### src/rtl/core/bksk_pkg.sv
// Shared constants and controller/datapath interface types for the score keeper.
`timescale 1ns / 1ps
`default_nettype none
package bksk_pkg;

  localparam int TABLE_DEPTH = 16;
  localparam int TAG_BITS    = 16;

  localparam int IDX_W    = (TABLE_DEPTH > 1) ? $clog2(TABLE_DEPTH) : 1;
  localparam int CNT_W    = $clog2(TABLE_DEPTH + 1);
  localparam int TAG_W    = (TAG_BITS < 16) ? TAG_BITS : 16;
  localparam int CFG_W    = 5;
  localparam int SCORE_W  = 32;
  localparam int IN_W     = 48;
  localparam int OUT_W    = 96;
  localparam int CAP_RST  = (TABLE_DEPTH < 16) ? TABLE_DEPTH : 16;

  localparam logic SCAN_INSERT = 1'b0;  // worst + first equal
  localparam logic SCAN_REPORT = 1'b1;  // worst + best

  typedef struct packed {
    logic load_item;
    logic scan_start;
    logic scan_mode;
    logic scan_run;
    logic commit;
    logic load_out;
  } cmd_t;

  typedef struct packed {
    logic scan_done;
    logic out_free;
  } status_t;

endpackage
`default_nettype wire

### src/rtl/core/bksk_ctrl.sv
// Sequencer for one candidate: insert scan, table update, report scan, result load.
`timescale 1ns / 1ps
`default_nettype none
module bksk_ctrl (
  input  wire                    clk,
  input  wire                    rst,
  input  wire                    in_valid,
  output logic                   in_ready,
  input  wire bksk_pkg::status_t status,
  output bksk_pkg::cmd_t         cmd
);

  localparam logic [2:0] ST_IDLE   = 3'd0;
  localparam logic [2:0] ST_SCAN1  = 3'd1;
  localparam logic [2:0] ST_COMMIT = 3'd2;
  localparam logic [2:0] ST_SCAN2  = 3'd3;
  localparam logic [2:0] ST_DONE   = 3'd4;

  logic [2:0] state;
  logic [2:0] state_next;

  always_ff @(posedge clk) begin
    if (rst) begin
      state <= ST_IDLE;
    end else begin
      state <= state_next;
    end
  end

  always_comb begin
    state_next     = state;
    in_ready       = 1'b0;
    cmd            = '0;
    cmd.scan_mode  = bksk_pkg::SCAN_INSERT;
    case (state)
      ST_IDLE: begin
        in_ready = 1'b1;
        if (in_valid) begin
          cmd.load_item  = 1'b1;
          cmd.scan_start = 1'b1;
          state_next     = ST_SCAN1;
        end
      end
      ST_SCAN1: begin
        cmd.scan_run = 1'b1;
        if (status.scan_done) begin
          state_next = ST_COMMIT;
        end
      end
      ST_COMMIT: begin
        cmd.commit     = 1'b1;
        cmd.scan_start = 1'b1;
        cmd.scan_mode  = bksk_pkg::SCAN_REPORT;
        state_next     = ST_SCAN2;
      end
      ST_SCAN2: begin
        cmd.scan_mode = bksk_pkg::SCAN_REPORT;
        cmd.scan_run  = 1'b1;
        if (status.scan_done) begin
          state_next = ST_DONE;
        end
      end
      ST_DONE: begin
        cmd.scan_mode = bksk_pkg::SCAN_REPORT;
        if (status.out_free) begin
          cmd.load_out = 1'b1;
          state_next   = ST_IDLE;
        end
      end
      default: begin
        state_next = ST_IDLE;
      end
    endcase
  end

endmodule
`default_nettype wire

### src/rtl/core/bksk_datapath.sv
// Entry table, scan comparators, capacity/count registers and result register.
`timescale 1ns / 1ps
`default_nettype none
module bksk_datapath (
  input  wire                              clk,
  input  wire                              rst,
  input  wire bksk_pkg::cmd_t              cmd,
  output bksk_pkg::status_t                status,
  input  wire [bksk_pkg::IN_W-1:0]         in_data,
  input  wire                              cfg_valid,
  input  wire [bksk_pkg::CFG_W-1:0]        cfg_data,
  output logic                             out_valid,
  input  wire                              out_ready,
  output logic [bksk_pkg::OUT_W-1:0]       out_data
);

  localparam int IDX_W   = bksk_pkg::IDX_W;
  localparam int CNT_W   = bksk_pkg::CNT_W;
  localparam int TAG_W   = bksk_pkg::TAG_W;
  localparam int SCORE_W = bksk_pkg::SCORE_W;
  localparam int DEPTH   = bksk_pkg::TABLE_DEPTH;

  logic [SCORE_W-1:0] scores [DEPTH];
  logic [TAG_W-1:0]   tags   [DEPTH];

  logic [CNT_W-1:0]   capacity;
  logic [CNT_W-1:0]   valid_count;
  logic [CNT_W-1:0]   cfg_cap;

  logic [SCORE_W-1:0] cand_score;
  logic [TAG_W-1:0]   cand_tag;

  logic               mode;
  logic [CNT_W-1:0]   scan_addr;
  logic               rd_pend;
  logic [IDX_W-1:0]   rd_idx;
  logic [SCORE_W-1:0] rd_score;
  logic [TAG_W-1:0]   rd_tag;
  logic [CNT_W-1:0]   scan_lim;
  logic               issue;

  logic [SCORE_W-1:0] worst_score;
  logic [IDX_W-1:0]   worst_idx;
  logic               eq_found;
  logic [IDX_W-1:0]   eq_idx;
  logic [SCORE_W-1:0] best_score;
  logic [TAG_W-1:0]   best_tag;

  logic               res_acc;
  logic [IDX_W-1:0]   res_pos;
  logic               res_eq;

  logic [CNT_W-1:0]   n_cur;
  logic               full_cur;
  logic               acc;
  logic               eq;
  logic [IDX_W-1:0]   pos;
  logic [CNT_W-1:0]   n_new;
  logic               full_new;

  // Clamp the written capacity to 1..depth.
  always_comb begin
    if (cfg_data == '0) begin
      cfg_cap = CNT_W'(1);
    end else if (32'(cfg_data) > 32'(DEPTH)) begin
      cfg_cap = CNT_W'(DEPTH);
    end else begin
      cfg_cap = CNT_W'(cfg_data);
    end
  end

  assign n_cur    = (valid_count > capacity) ? capacity : valid_count;
  assign full_cur = (n_cur == capacity);
  assign scan_lim = (mode == bksk_pkg::SCAN_INSERT) ? n_cur : valid_count;
  assign issue    = cmd.scan_run && (scan_addr < scan_lim);

  assign status.scan_done = (scan_addr >= scan_lim) && !rd_pend;
  assign status.out_free  = !out_valid || out_ready;

  // Insert decision from the first scan.
  always_comb begin
    acc = !full_cur || !(cand_score > worst_score);
    eq  = acc && eq_found;
    if (eq) begin
      pos = eq_idx;
    end else if (full_cur) begin
      pos = worst_idx;
    end else begin
      pos = n_cur[IDX_W-1:0];
    end
    n_new = (acc && !eq && !full_cur) ? n_cur + CNT_W'(1) : n_cur;
  end

  assign full_new = (valid_count == capacity);

  // Table: one write port, one registered read port.
  always_ff @(posedge clk) begin
    if (cmd.commit && acc) begin
      scores[pos] <= cand_score;
      tags[pos]   <= cand_tag;
    end
    if (issue) begin
      rd_score <= scores[scan_addr[IDX_W-1:0]];
      rd_tag   <= tags[scan_addr[IDX_W-1:0]];
    end
  end

  always_ff @(posedge clk) begin
    if (rst) begin
      capacity    <= CNT_W'(bksk_pkg::CAP_RST);
      valid_count <= '0;
      rd_pend     <= 1'b0;
      scan_addr   <= '0;
      mode        <= bksk_pkg::SCAN_INSERT;
      eq_found    <= 1'b0;
      out_valid   <= 1'b0;
    end else begin
      if (cfg_valid) begin
        capacity <= cfg_cap;
        if (valid_count > cfg_cap) begin
          valid_count <= cfg_cap;
        end
      end
      if (cmd.scan_start) begin
        scan_addr <= '0;
        rd_pend   <= 1'b0;
        mode      <= cmd.scan_mode;
        eq_found  <= 1'b0;
      end else if (cmd.scan_run) begin
        rd_pend <= issue;
        if (issue) begin
          scan_addr <= scan_addr + CNT_W'(1);
        end
        if (rd_pend && mode == bksk_pkg::SCAN_INSERT && !eq_found &&
            rd_score == cand_score) begin
          eq_found <= 1'b1;
        end
      end
      if (cmd.commit) begin
        valid_count <= n_new;
      end
      if (cmd.load_out) begin
        out_valid <= 1'b1;
      end else if (out_ready) begin
        out_valid <= 1'b0;
      end
    end
  end

  // Item, scan comparator, decision and result registers; payload only, no reset.
  always_ff @(posedge clk) begin
    if (cmd.load_item) begin
      cand_score <= in_data[SCORE_W-1:0];
      cand_tag   <= in_data[SCORE_W +: TAG_W];
    end
    if (issue) begin
      rd_idx <= scan_addr[IDX_W-1:0];
    end
    if (cmd.scan_run && rd_pend) begin
      if (rd_idx == '0 || rd_score > worst_score) begin
        worst_score <= rd_score;
        worst_idx   <= rd_idx;
      end
      if (mode == bksk_pkg::SCAN_INSERT) begin
        if (!eq_found && rd_score == cand_score) begin
          eq_idx <= rd_idx;
        end
      end else if (rd_idx == '0 || rd_score < best_score) begin
        best_score <= rd_score;
        best_tag   <= rd_tag;
      end
    end
    if (cmd.commit) begin
      res_acc <= acc;
      res_pos <= pos;
      res_eq  <= eq;
    end
    if (cmd.load_out) begin
      out_data[0]     <= res_acc;
      out_data[4:1]   <= res_acc ? 4'(res_pos) : 4'd0;
      out_data[5]     <= res_eq;
      out_data[10:6]  <= 5'(valid_count);
      out_data[11]    <= full_new;
      out_data[43:12] <= full_new ? worst_score : '0;
      out_data[75:44] <= (valid_count != '0) ? best_score : '0;
      out_data[91:76] <= (valid_count != '0) ? 16'(best_tag) : 16'd0;
      out_data[95:92] <= 4'd0;
    end
  end

endmodule
`default_nettype wire

### src/rtl/core/best_k_score_keeper_unit.sv
// Top level of the best-K score keeper: stream ports, controller and datapath.
`timescale 1ns / 1ps
`default_nettype none
// Keeps the lowest-scored candidates (score, tag) up to the configured capacity
// in a table of 16 entries. Each input transaction yields one result transaction
// telling whether and where the candidate was stored, the entry count, the worst
// score once the table is full, and the best entry. One candidate is handled at a
// time, because the table has one read port and is scanned twice per candidate:
// once to find the worst and any equal score, once after the update to find the
// new worst and best. The result register lets the next transaction be accepted
// while a result waits. The capacity write channel is always ready and must only
// be used while the block is idle.
module best_k_score_keeper_unit (
  input  wire         clk,
  input  wire         rst,
  input  wire         s_tvalid,
  output logic        s_tready,
  input  wire  [47:0] s_tdata,   // score[31:0], tag[47:32]
  output logic        m_tvalid,
  input  wire         m_tready,
  output logic [95:0] m_tdata,   // accepted[0], slot[4:1], equal_replaced[5],
                                 // entry_count[10:6], threshold_valid[11],
                                 // threshold[43:12], best_score[75:44],
                                 // best_tag[91:76], zero[95:92]
  input  wire         cfg_valid,
  output logic        cfg_ready,
  input  wire  [4:0]  cfg_data   // capacity
);

  bksk_pkg::cmd_t    cmd;
  bksk_pkg::status_t status;

  assign cfg_ready = 1'b1;

  bksk_ctrl u_ctrl (
    .clk      (clk),
    .rst      (rst),
    .in_valid (s_tvalid),
    .in_ready (s_tready),
    .status   (status),
    .cmd      (cmd)
  );

  bksk_datapath u_dp (
    .clk       (clk),
    .rst       (rst),
    .cmd       (cmd),
    .status    (status),
    .in_data   (s_tdata),
    .cfg_valid (cfg_valid),
    .cfg_data  (cfg_data),
    .out_valid (m_tvalid),
    .out_ready (m_tready),
    .out_data  (m_tdata)
  );

endmodule
`default_nettype wire

### config.mk
export PLATFORM = sky130hd
export DESIGN_NAME = best_k_score_keeper_unit
export DESIGN_NICKNAME = d
export VERILOG_FILES = /design/src/rtl/core/bksk_pkg.sv /design/src/rtl/core/bksk_ctrl.sv /design/src/rtl/core/bksk_datapath.sv /design/src/rtl/core/best_k_score_keeper_unit.sv
export SDC_FILE = /design/constraint.sdc
export NUM_CORES = 1
export LEC_CHECK = 0
export BUFFER_PORTS_ARGS = -buffer_cell sky130_fd_sc_hd__buf_2
export CORE_UTILIZATION = 55
export CTS_CLUSTER_SIZE = 40
export DETAILED_ROUTE_END_ITERATION = 12
export GPL_TIMING_DRIVEN = 0
export HOLD_SLACK_MARGIN = 0.1
export PLACE_DENSITY = 0.72
export SETUP_SLACK_MARGIN = 0.4
export SLEW_MARGIN = 20
export SYNTH_ARGS = -nofsm -noshare
export SYNTH_HDL_FRONTEND = slang
export SYNTH_HIERARCHICAL = 1
export SYNTH_SLANG_ARGS = --single-unit
### constraint.sdc
create_clock -name clk -period 9.37 [get_ports clk]
set_input_delay 1.4055 -clock clk [delete_from_list [all_inputs] [get_ports clk]]
set_output_delay 1.4055 -clock clk [all_outputs]
set_load 0.03 [all_outputs]
==> results of run 1 <==
==> state kept, by name, indices dropped and copies added (netlist names), 32 cells and up <==
register	cells
u_dp/best_score	32
u_dp/cand_score	32
u_dp/out_data	92
u_dp/rd_score	32
u_dp/scores	512
u_dp/tags	256
u_dp/worst_score	32
==> worst register-to-register path: stages, from the launching register on <==
cell     delay [ns]
dfxtp_1        0.50
inv_1          0.22
ha_1           0.32
inv_1          0.11
nor2_1         0.40
or2_1          0.19
buf_6          0.13
buf_2          0.20
nand2_1        0.08
o21ai_2        0.13
mux2i_1        0.13
ha_1           0.30
nor2b_1        0.13
o21a_1         0.16
o21a_1         0.17
o21ai_0        0.39
nand3_1        0.34
inv_4          0.52
buf_12         0.29
==> routing by layer <==
layer  global-route usage (%)  vias to the layer above  wire [um]
met1                    35.80                    11360      39670
li1                         -                     9230          -
met4                    9.262                        0       3119
met5                        0                        -          0
met3                    3.864                      196       7649
met2                    44.22                     1029      51060
==> where the power goes <==
| group | internal [mW] | switching (mW) |
|---|---|---|
| registers | 6.00 | 0.478 |
| clock network | 2.39 | 1.76 |
| logic | 1.00 | 1.46 |
==> cell families (layout without fill, tap and decap cells) <==
group,count (synthesis),count (layout)
AND/OR/NAND/NOR,284,284
XOR/XNOR,44,44
multiplexers,260,260
AO/OA/AOI/OAI,148,148
other,2,5
buffers and inverters,174,590
flip-flops,1076,1076
adder cells (fa/ha/maj),112,112
==> synthesized netlist by cell type, drive strengths merged (7+ instances only) <==
cell    instances  share of area, %
nor3           43              0.50
edfxtp       1054                74
o32ai           7              0.14
a21oi          42              0.50
o21ai          31              0.37
nor2b          33              0.48
buf            36              0.51
clkbuf         52              0.46
o22ai           9              0.13
mux2            7              0.19
mux4          240                13
nor4           12              0.21
nand4          25              0.38
nand2b          8              0.12
dfxtp          22               1.0
a21o           15              0.26
nand3          26              0.30
xnor2          11              0.23
nand2          32              0.29
nor2           73              0.65
o211ai          9              0.17
ha            112               3.3
and2            7              0.10
xor2           33              0.68
a211oi          9              0.16
inv            86              0.76
a31oi           8              0.12
mux2i          13              0.30
==> area by class of cell <==
class | count | share of cell area (%)
buffer | 88 | 0.8351
sequential | 1076 | 64.32
inverter | 86 | 0.6521
timing repair buffer | 224 | 4.459
tap | 1030 | 2.583
clock buffer | 129 | 5.575
multi-input combinational | 853 | 20.34
clock inverter | 63 | 1.231
==> worst paths after layout <==
check                       from               end  cells after the start
min reg2reg       u_dp/rd_tag[8]  u_dp/best_tag[8]                      0
max          u_dp/valid_count[0]   u_dp/rd_tag[12]                     18
max reg2reg  u_dp/valid_count[0]   u_dp/rd_tag[12]                     18
min               u_dp/rd_tag[8]  u_dp/best_tag[8]                      0
==> metrics by stage <==
stage	cell area, sq um	TNS (ns)	setup slack (ns)	cells	utilization, %
after floorplan	42680	0	2.930	2103	-
after CTS	49860	0	4.268	3547	65.32
after detailed placement	46460	0	4.280	3355	60.87
after global placement	44720	-720.21	-2.467	3283	58.59
after global routing	49890	0	3.857	3549	65.36
final	49890	0	4.277	3549	65.36
==> results.json, run 1 <==
{
  "fin_nets": 2605,
  "clk_pin_slew_worst_paths_ns": 0.06,
  "cts_buffer_depth": 3,
  "cts.repair.resized": 0,
  "finalMaxSlewViolations": 0,
  "cp-start-kind": "flip-flop",
  "synth-async-reset-ratio_pct": 0,
  "drive_above_1_share_pct": 27.43,
  "endpoint_kind": "flip-flop",
  "core_sq_um": 76330,
  "drv_cap": 0,
  "hold_viol": 0,
  "avgSynthCellArea_sq_um": 20.32,
  "regArea_sq_um": 32090,
  "ys_types": 63,
  "grt_max_degree": 59,
  "cts.sinks": 1076,
  "ctsRootBufferMaster": "clkbuf_16",
  "ys_seq_area_share_pct": 75.21,
  "synth_compound_area_share_pct": 2.231,
  "gp_congestion": 0.9245,
  "die_h_um": 280.5,
  "cts_setup_buffers": 0,
  "final.min_clock_period_ns": 5.093,
  "synthMuxAreaShare_pct": 13.17,
  "clock_skew_ns": 0.01612,
  "path_cells": "inv_1, ha_1, inv_1, nor2_1, or2_1, buf_6, buf_2, nand2_1, o21ai_2, mux2i_1, ha_1, nor2b_1, o21a_1, o21a_1, o21ai_0, nand3_1, inv_4, buf_12",
  "post-route-drc-count": 0,
  "die-area_sq_um": 78700,
  "die_w_um": 280.5,
  "layout_common_cells": "1,054 x edfxtp_1, 240 x mux4_2, 170 x buf_2",
  "setup_viol_count_final": 0,
  "rrSetupSlack_ns": 4.28,
  "power.total_mw": 13.08,
  "synth_fa_ha_area_share_pct": 3.284,
  "slew_headroom_pct": 20.21,
  "hold_buffers": 0,
  "grt_pass1_vias": 22300,
  "slowest_delay_ns": 0.52,
  "p_per_area_nw_per_um2": 262.2,
  "synthToLayoutAreaGrowth_pct": 16.92,
  "routedWlPerCell_um": 28.60,
  "fmax_ghz": 0.1964,
  "cts-buffers-inserted": 106,
  "synth_top_family_by_area": "multiplexers",
  "ys.flop_type": "edfxtp_1",
  "track_usage_pct": 26.44,
  "clk_latency_ns": 0.66,
  "avgViaCountPerCell": 6.146,
  "tightest_slew_ns": 1.186,
  "fill_cells": 5031,
  "h-tree-depth": 3,
  "ir_drop_mv": 0.1335,
  "start_util_pct": 55.90,
  "grt_remaining_overflow": 0,
  "final.period_utilization_pct": 54.35,
  "whs_ns": 0.4177,
  "cp_top_family": "buffers and inverters",
  "synth-simple-area-share_pct": 3.472,
  "crit_arrival_ns": 5.43,
  "required_ns": 9.71,
  "multi_input_area_sq_um": 10150,
  "ioPinCount": 157,
  "dpl.hpwl_um": 66630,
  "vias": 21810,
  "mostFrequentLayoutCell": "edfxtp_1",
  "rsz0062_at_grt": "no",
  "antenna_found_initial": 1,
  "initialDrtViolationCount": 2438,
  "path_buf_inv": 6,
  "synthXorXnorAreaFrac_pct": 0.9031,
  "firstDrtPassIters": 5,
  "synth_area_sq_um": 42670,
  "rows": 101,
  "antenna_cells": 0,
  "synth-seq-cells": 1076,
  "io_buffers": 150,
  "syn_inst": 2100,
  "ant_nets": 0,
  "cts_tree": "built",
  "status": "finished, final reports clean",
  "critPathSlowestCell": "inv_4",
  "yosysWarnings": 6,
  "worstHoldPathType": "flip-flop to flip-flop",
  "crit_fanout": 30,
  "crit_type": "flip-flop to flip-flop",
  "synth_edf_count": 1054,
  "wirelength_um": 101500,
  "leakagePower_nw": 16.41,
  "grt_pass1_wl_um": 147700
}
(Power assumes the default switching activity.)
==> inputs of run 2 (changes only) <==
- PLACE_DENSITY: 0.72 -> 0.75
- clock period: 9.37 -> 4.5 ns (I/O delays scaled with it)
==> run 2 against run 1 <==
Compared with the run above: die area stayed put; hold slack worse by 0.25 ns; register-to-register slack worse by 3.8 ns; core utilization is 1.2 points higher; sequential power is 100% higher; final cell count is 2.2% higher; final area is 1.9% higher; sequential share of layout area is 1.1 points lower; sequential cell count stayed put; clock skew is 0.014 ns higher; critical endpoint is now u_dp/scores[14][8]; largest power group unchanged; highest routed layer unchanged.
==> results.json, run 2 (synthesized netlist as in run 1, its figures left out) <==
{
  "status": "finished, final reports clean",
  "fin_setup_tns_ns": 0,
  "setup_viol_count_final": 0,
  "crit_fanout": 14,
  "leakagePower_nw": 16.86,
  "rrSetupSlack_ns": 0.44,
  "multi_input_area_sq_um": 10290,
  "initialDrtViolationCount": 2819,
  "clk_pin_slew_worst_paths_ns": 0.06,
  "cp_top_family": "simple AND/OR/NAND/NOR gates",
  "antenna_found_initial": 4,
  "rows": 101,
  "final.period_utilization_pct": 90.22,
  "grt_pass1_vias": 23160,
  "ant_nets": 0,
  "wirelength_um": 109100,
  "whs_ns": 0.1669,
  "power.total_mw": 28.13,
  "cts_buffer_depth": 3,
  "die_w_um": 280.5,
  "routedWlPerCell_um": 30.09,
  "h-tree-depth": 3,
  "drv_cap": 0,
  "endpoint_kind": "flip-flop",
  "fill_cells": 4829,
  "ir_drop_mv": 0.3071,
  "slew_headroom_pct": 27.20,
  "grt_remaining_overflow": 0,
  "grt_pass1_wl_um": 156300,
  "path_buf_inv": 3,
  "critPathSlowestCell": "or4_4",
  "slowest_delay_ns": 0.60,
  "avgViaCountPerCell": 6.282,
  "finalMaxSlewViolations": 0,
  "antenna_cells": 0,
  "layout_common_cells": "1,054 x edfxtp_1, 240 x mux4_2, 169 x buf_2",
  "crit_type": "flip-flop to flip-flop",
  "rsz0062_at_grt": "no",
  "final.min_clock_period_ns": 4.060,
  "post-route-drc-count": 0,
  "synthToLayoutAreaGrowth_pct": 19.11,
  "firstDrtPassIters": 5,
  "ioPinCount": 157,
  "p_per_area_nw_per_um2": 553.5,
  "regMostFlops": "u_dp/scores",
  "tightest_slew_ns": 1.087,
  "post-place-ws_ns": -0.3308,
  "fin_nets": 2676,
  "clock_skew_ns": 0.03046,
  "regArea_sq_um": 32110,
  "worstHoldPathType": "primary input to flip-flop",
  "largest_reg_flops": 512,
  "reg.largest.list": "u_dp/scores x512, u_dp/tags x256, u_dp/out_data x92",
  "hold_viol": 0,
  "cts_tree": "built",
  "dpl.hpwl_um": 67460,
  "drive_above_1_share_pct": 30.32,
  "gp_congestion": 0.9540,
  "cts.sinks": 1076,
  "required_ns": 4.87,
  "grt_max_degree": 66,
  "cts-buffers-inserted": 105,
  "start_util_pct": 55.90,
  "crit_top_cell": "nand4_1",
  "mostFrequentLayoutCell": "edfxtp_1",
  "crit_arrival_ns": 4.43,
  "die-area_sq_um": 78700,
  "io_buffers": 150,
  "path_cells": "ha_1, nand4_1, nor2_2, nand3_1, or4_4, o211ai_2, buf_6, nand4_1, o22ai_4, buf_4, buf_16",
  "cp-start-kind": "flip-flop",
  "fin_util_pct": 66.59,
  "vias": 22780,
  "die_h_um": 280.5,
  "ctsRootBufferMaster": "clkbuf_16",
  "core_sq_um": 76330,
  "track_usage_pct": 28.31,
  "fmax_ghz": 0.2463,
  "clk_latency_ns": 0.68,
  "layout_setup_ws_ns": 0.4399
}
run 2: cell types whose count changed in the layout (fill, tap and decap cells not counted), sizes merged:
cell           previous run  this run
inv                      89        88
clkbuf                  181       175
bufinv                   10        13
buf                     260       331
clkdlybuf4s15             0         1
clkinv                   45        54
run 2: area by class of cell:
type	count	share of cell area (%)
clock inverters	74	1.524
clock buffers	123	5.344
multi-input cells	853	20.24
well taps	1030	2.536
flip-flops and latches	1076	63.17
repair buffers	296	5.709
inverters	86	0.6425
plain buffers	88	0.8345
run 2: path summary, 6_finish.rpt:
kind | start | to | cells after the start
setup / recovery | u_dp/cand_score[27] | u_dp/scores[14][8] | 11
hold / removal | s_tdata[4] | u_dp/cand_score[4] | 1
setup reg to reg | u_dp/cand_score[27] | u_dp/scores[14][8] | 11
hold reg to reg | u_dp/rd_tag[7] | u_dp/best_tag[7] | 0
run 2: routing by layer:
metal  wire (um)  vias up  global-route usage [%]
met5           0        -                       0
met4        4481        0                   11.85
met3       10190      258                   5.063
met2       54070     1433                   46.81
met1       40350    11690                   37.33
li1            -     9402                       -
run 2: power by group:
group          total, mW  switching, mW  internal (mW)
logic               6.06           3.58           2.48
clock network       8.85           3.77           5.09
registers           13.2          0.736           12.5
total               28.1           8.08           20.0
run 2: worst register-to-register path: stages, from the launching register on:
cell and delay, ns:
edfxtp_1 0.55, ha_1 0.38, nand4_1 0.13, nor2_2 0.18
nand3_1 0.17, or4_4 0.61, o211ai_2 0.14, buf_6 0.21
nand4_1 0.44, o22ai_4 0.49, buf_4 0.26, buf_16 0.19
run 2: stage by stage:
step / std cells / instance area (sq um)
3_3_place_gp: 3283 / 44830
5_1_grt: 3626 / 50830
6_report: 3626 / 50830
2_1_floorplan: 2103 / 42790
4_1_cts: 3611 / 50600
3_5_place_dp: 3357 / 46470
run 2: timing repair:
item / in CTS / in global routing
pin swaps: 11 / 8
endpoints found under the setup margin: 708 / 270
hold buffers: 0 / 0
setup buffers: 55 / 15
resized for setup: 21 / 19
gates cloned: 2 / 0
==> inputs of run 3 (changes only) <==
==> constraint.sdc (replaced) <==
create_clock -name clk -period 4.5 [get_ports clk]
set_input_delay 0.225 -clock clk [delete_from_list [all_inputs] [get_ports clk]]
set_output_delay 0.225 -clock clk [all_outputs]
set_load 0.03 [all_outputs]
==> run 3 against run 2 <==
Compared with the run above: global-route usage rose by 0.094 points; largest cell class unchanged; clock skew rose by 0.0013 ns; combinational power rose by 0.7%; final area rose by 1.2%; hold slack improved by 0.080 ns; die area did not move; register-to-register slack improved by 0.02 ns; highest routed layer unchanged; critical path type unchanged; final cell count rose by 1.8%; clock-buffer cell count did not move; first-iteration DRC count fell by 1.0%; sequential power barely moved.
==> results.json, run 3 (synthesized netlist as in run 1, its figures left out) <==
{
  "initialDrtViolationCount": 2790,
  "cts.sinks": 1076,
  "whs_ns": 0.2473,
  "antenna_found_initial": 2,
  "hold_path_end": "u_dp/cand_tag[11]",
  "crit_arrival_ns": 4.40,
  "firstDrtPassIters": 5,
  "drv_cap": 0,
  "cp-start-kind": "flip-flop",
  "cts_tree": "built",
  "layout_common_cells": "1,054 x edfxtp_1, 240 x mux4_2, 169 x buf_2",
  "endpoint_kind": "flip-flop",
  "grt_max_degree": 66,
  "crit_type": "flip-flop to flip-flop",
  "gp_congestion": 0.9540,
  "dpl.hpwl_um": 67460,
  "r2r-start": "u_dp/cand_score[20]",
  "dp_cells": 3357,
  "rows": 101,
  "largest_reg_flops": 512,
  "ant_nets": 0,
  "cts_buffer_depth": 3,
  "ctsRootBufferMaster": "clkbuf_16",
  "synthToLayoutAreaGrowth_pct": 20.58,
  "drive_above_1_share_pct": 29.70,
  "leakagePower_nw": 17.12,
  "start_util_pct": 55.90,
  "min_from": "s_tdata[43]",
  "rr_endpoint": "u_dp/scores[2][5]",
  "crit_fanout": 18,
  "final.period_utilization_pct": 89.69,
  "io_buffers": 150,
  "tightest_slew_ns": 1.085,
  "grt_pass1_vias": 23400,
  "final.min_clock_period_ns": 4.036,
  "mostFrequentLayoutCell": "edfxtp_1",
  "clock_skew_ns": 0.03178,
  "clk_pin_slew_worst_paths_ns": 0.06,
  "rrSetupSlack_ns": 0.46,
  "wirelength_um": 109600,
  "avgViaCountPerCell": 6.214,
  "vias": 22930,
  "post-route-drc-count": 0,
  "routedWlPerCell_um": 29.70,
  "ir_drop_mv": 0.3070,
  "core_sq_um": 76330,
  "holdPathStages": 2,
  "slew_headroom_pct": 27.32,
  "fin_cells": 3690,
  "regMostFlops": "u_dp/scores",
  "p_per_area_nw_per_um2": 547.8,
  "status": "finished, final reports clean",
  "fin_util_pct": 67.41,
  "hold_viol": 0,
  "finalInstanceArea_sq_um": 51450,
  "rsz0062_at_grt": "yes",
  "fin_nets": 2740,
  "reg.largest.list": "u_dp/scores x512, u_dp/tags x256, u_dp/out_data x92",
  "finalMaxSlewViolations": 0,
  "worstHoldPathType": "primary input to flip-flop",
  "die_w_um": 280.5,
  "track_usage_pct": 28.40,
  "die-area_sq_um": 78700,
  "die_h_um": 280.5,
  "h-tree-depth": 3,
  "dpl-instance-area_sq_um": 46470,
  "fmax_ghz": 0.2478,
  "ioPinCount": 157,
  "layout_setup_ws_ns": 0.4641,
  "grt_pass1_wl_um": 157100,
  "grt_remaining_overflow": 0,
  "required_ns": 4.86,
  "clk_latency_ns": 0.69,
  "antenna_cells": 0,
  "cts-buffers-inserted": 105,
  "post-place-ws_ns": -0.3308,
  "rr_worst_depth": 14,
  "setup_viol_count_final": 0
}
run 3: cell types whose count changed in the layout (fill, tap and decap cells not counted):
cell | previous run | this run
nand3_2 | 3 | 2
buf_12 | 13 | 12
dlygate4sd3_1 | 0 | 61
buf_4 | 68 | 72
nand3_4 | 2 | 3
run 3: worst max-delay path, stage by stage (launching register included):
cell      delay, ns
edfxtp_1       0.69
ha_1           0.42
nand4_1        0.08
inv_1          0.09
nand3_1        0.14
or4_4          0.61
o211ai_2       0.14
buf_6          0.21
nand3_4        0.16
o32ai_4        0.19
buf_12         0.20
buf_16         0.16
buf_8          0.17
buf_6          0.21
buf_8          0.21
run 3: area by class of cell:
class,count,area (sq um)
Tap cell,1030,1289
Buffer,88,424.2
Inverter,86,326.6
Sequential cell,1076,32110
Fill cell,4792,24870
Timing Repair Buffer,360,3522
Clock inverter,74,774.5
Clock buffer,123,2716
Multi-Input combinational cell,853,10290
run 3: timing repair:
item	CTS	global route
hold buffers	61	0
cloned	2	0
pin swaps	11	9
buffers inserted	55	18
setup endpoints to repair	708	262
endpoints found under the hold margin	59	0
gates resized for setup	21	20
run 3: worst max-delay path by stage:
stage / end / start / cells after the start / slack (ns)
floorplan: u_dp/scores[12][0] / u_dp/cand_score[11] / 8 / -0.66
global placement: u_dp/tags[12][12] / u_dp/cand_score[29] / 9 / -4.33
detailed placement: u_dp/tags[1][8] / u_dp/cand_score[27] / 14 / -0.33
CTS: u_dp/scores[2][7] / u_dp/cand_score[27] / 14 / 0.35
global route: u_dp/scores[2][5] / u_dp/cand_score[12] / 13 / 0.39
finish: u_dp/scores[2][5] / u_dp/cand_score[20] / 14 / 0.46
run 3: stage by stage:
stage / setup TNS, ns / power, mW
finish: 0 / 28.19
global placement: -2491.36 / 18.31
floorplan: -248.93 / 16.62
CTS: 0 / 28.15
detailed placement: -28.77 / 18.76
global route: 0 / 29.11
run 3: power breakdown:
group / switching (mW) / internal, mW / total (mW)
clock network: 3.77 / 5.09 / 8.86
registers: 0.747 / 12.5 / 13.2
logic: 3.59 / 2.51 / 6.10
run 3: metal layers:
layer	GRT usage [%]	routed length [um]	up-vias
li1	-	-	9533
met1	37.55	40760	11760
met5	0	0	-
met2	47.33	54750	1416
met3	4.855	10040	226
met4	11.24	4046	0
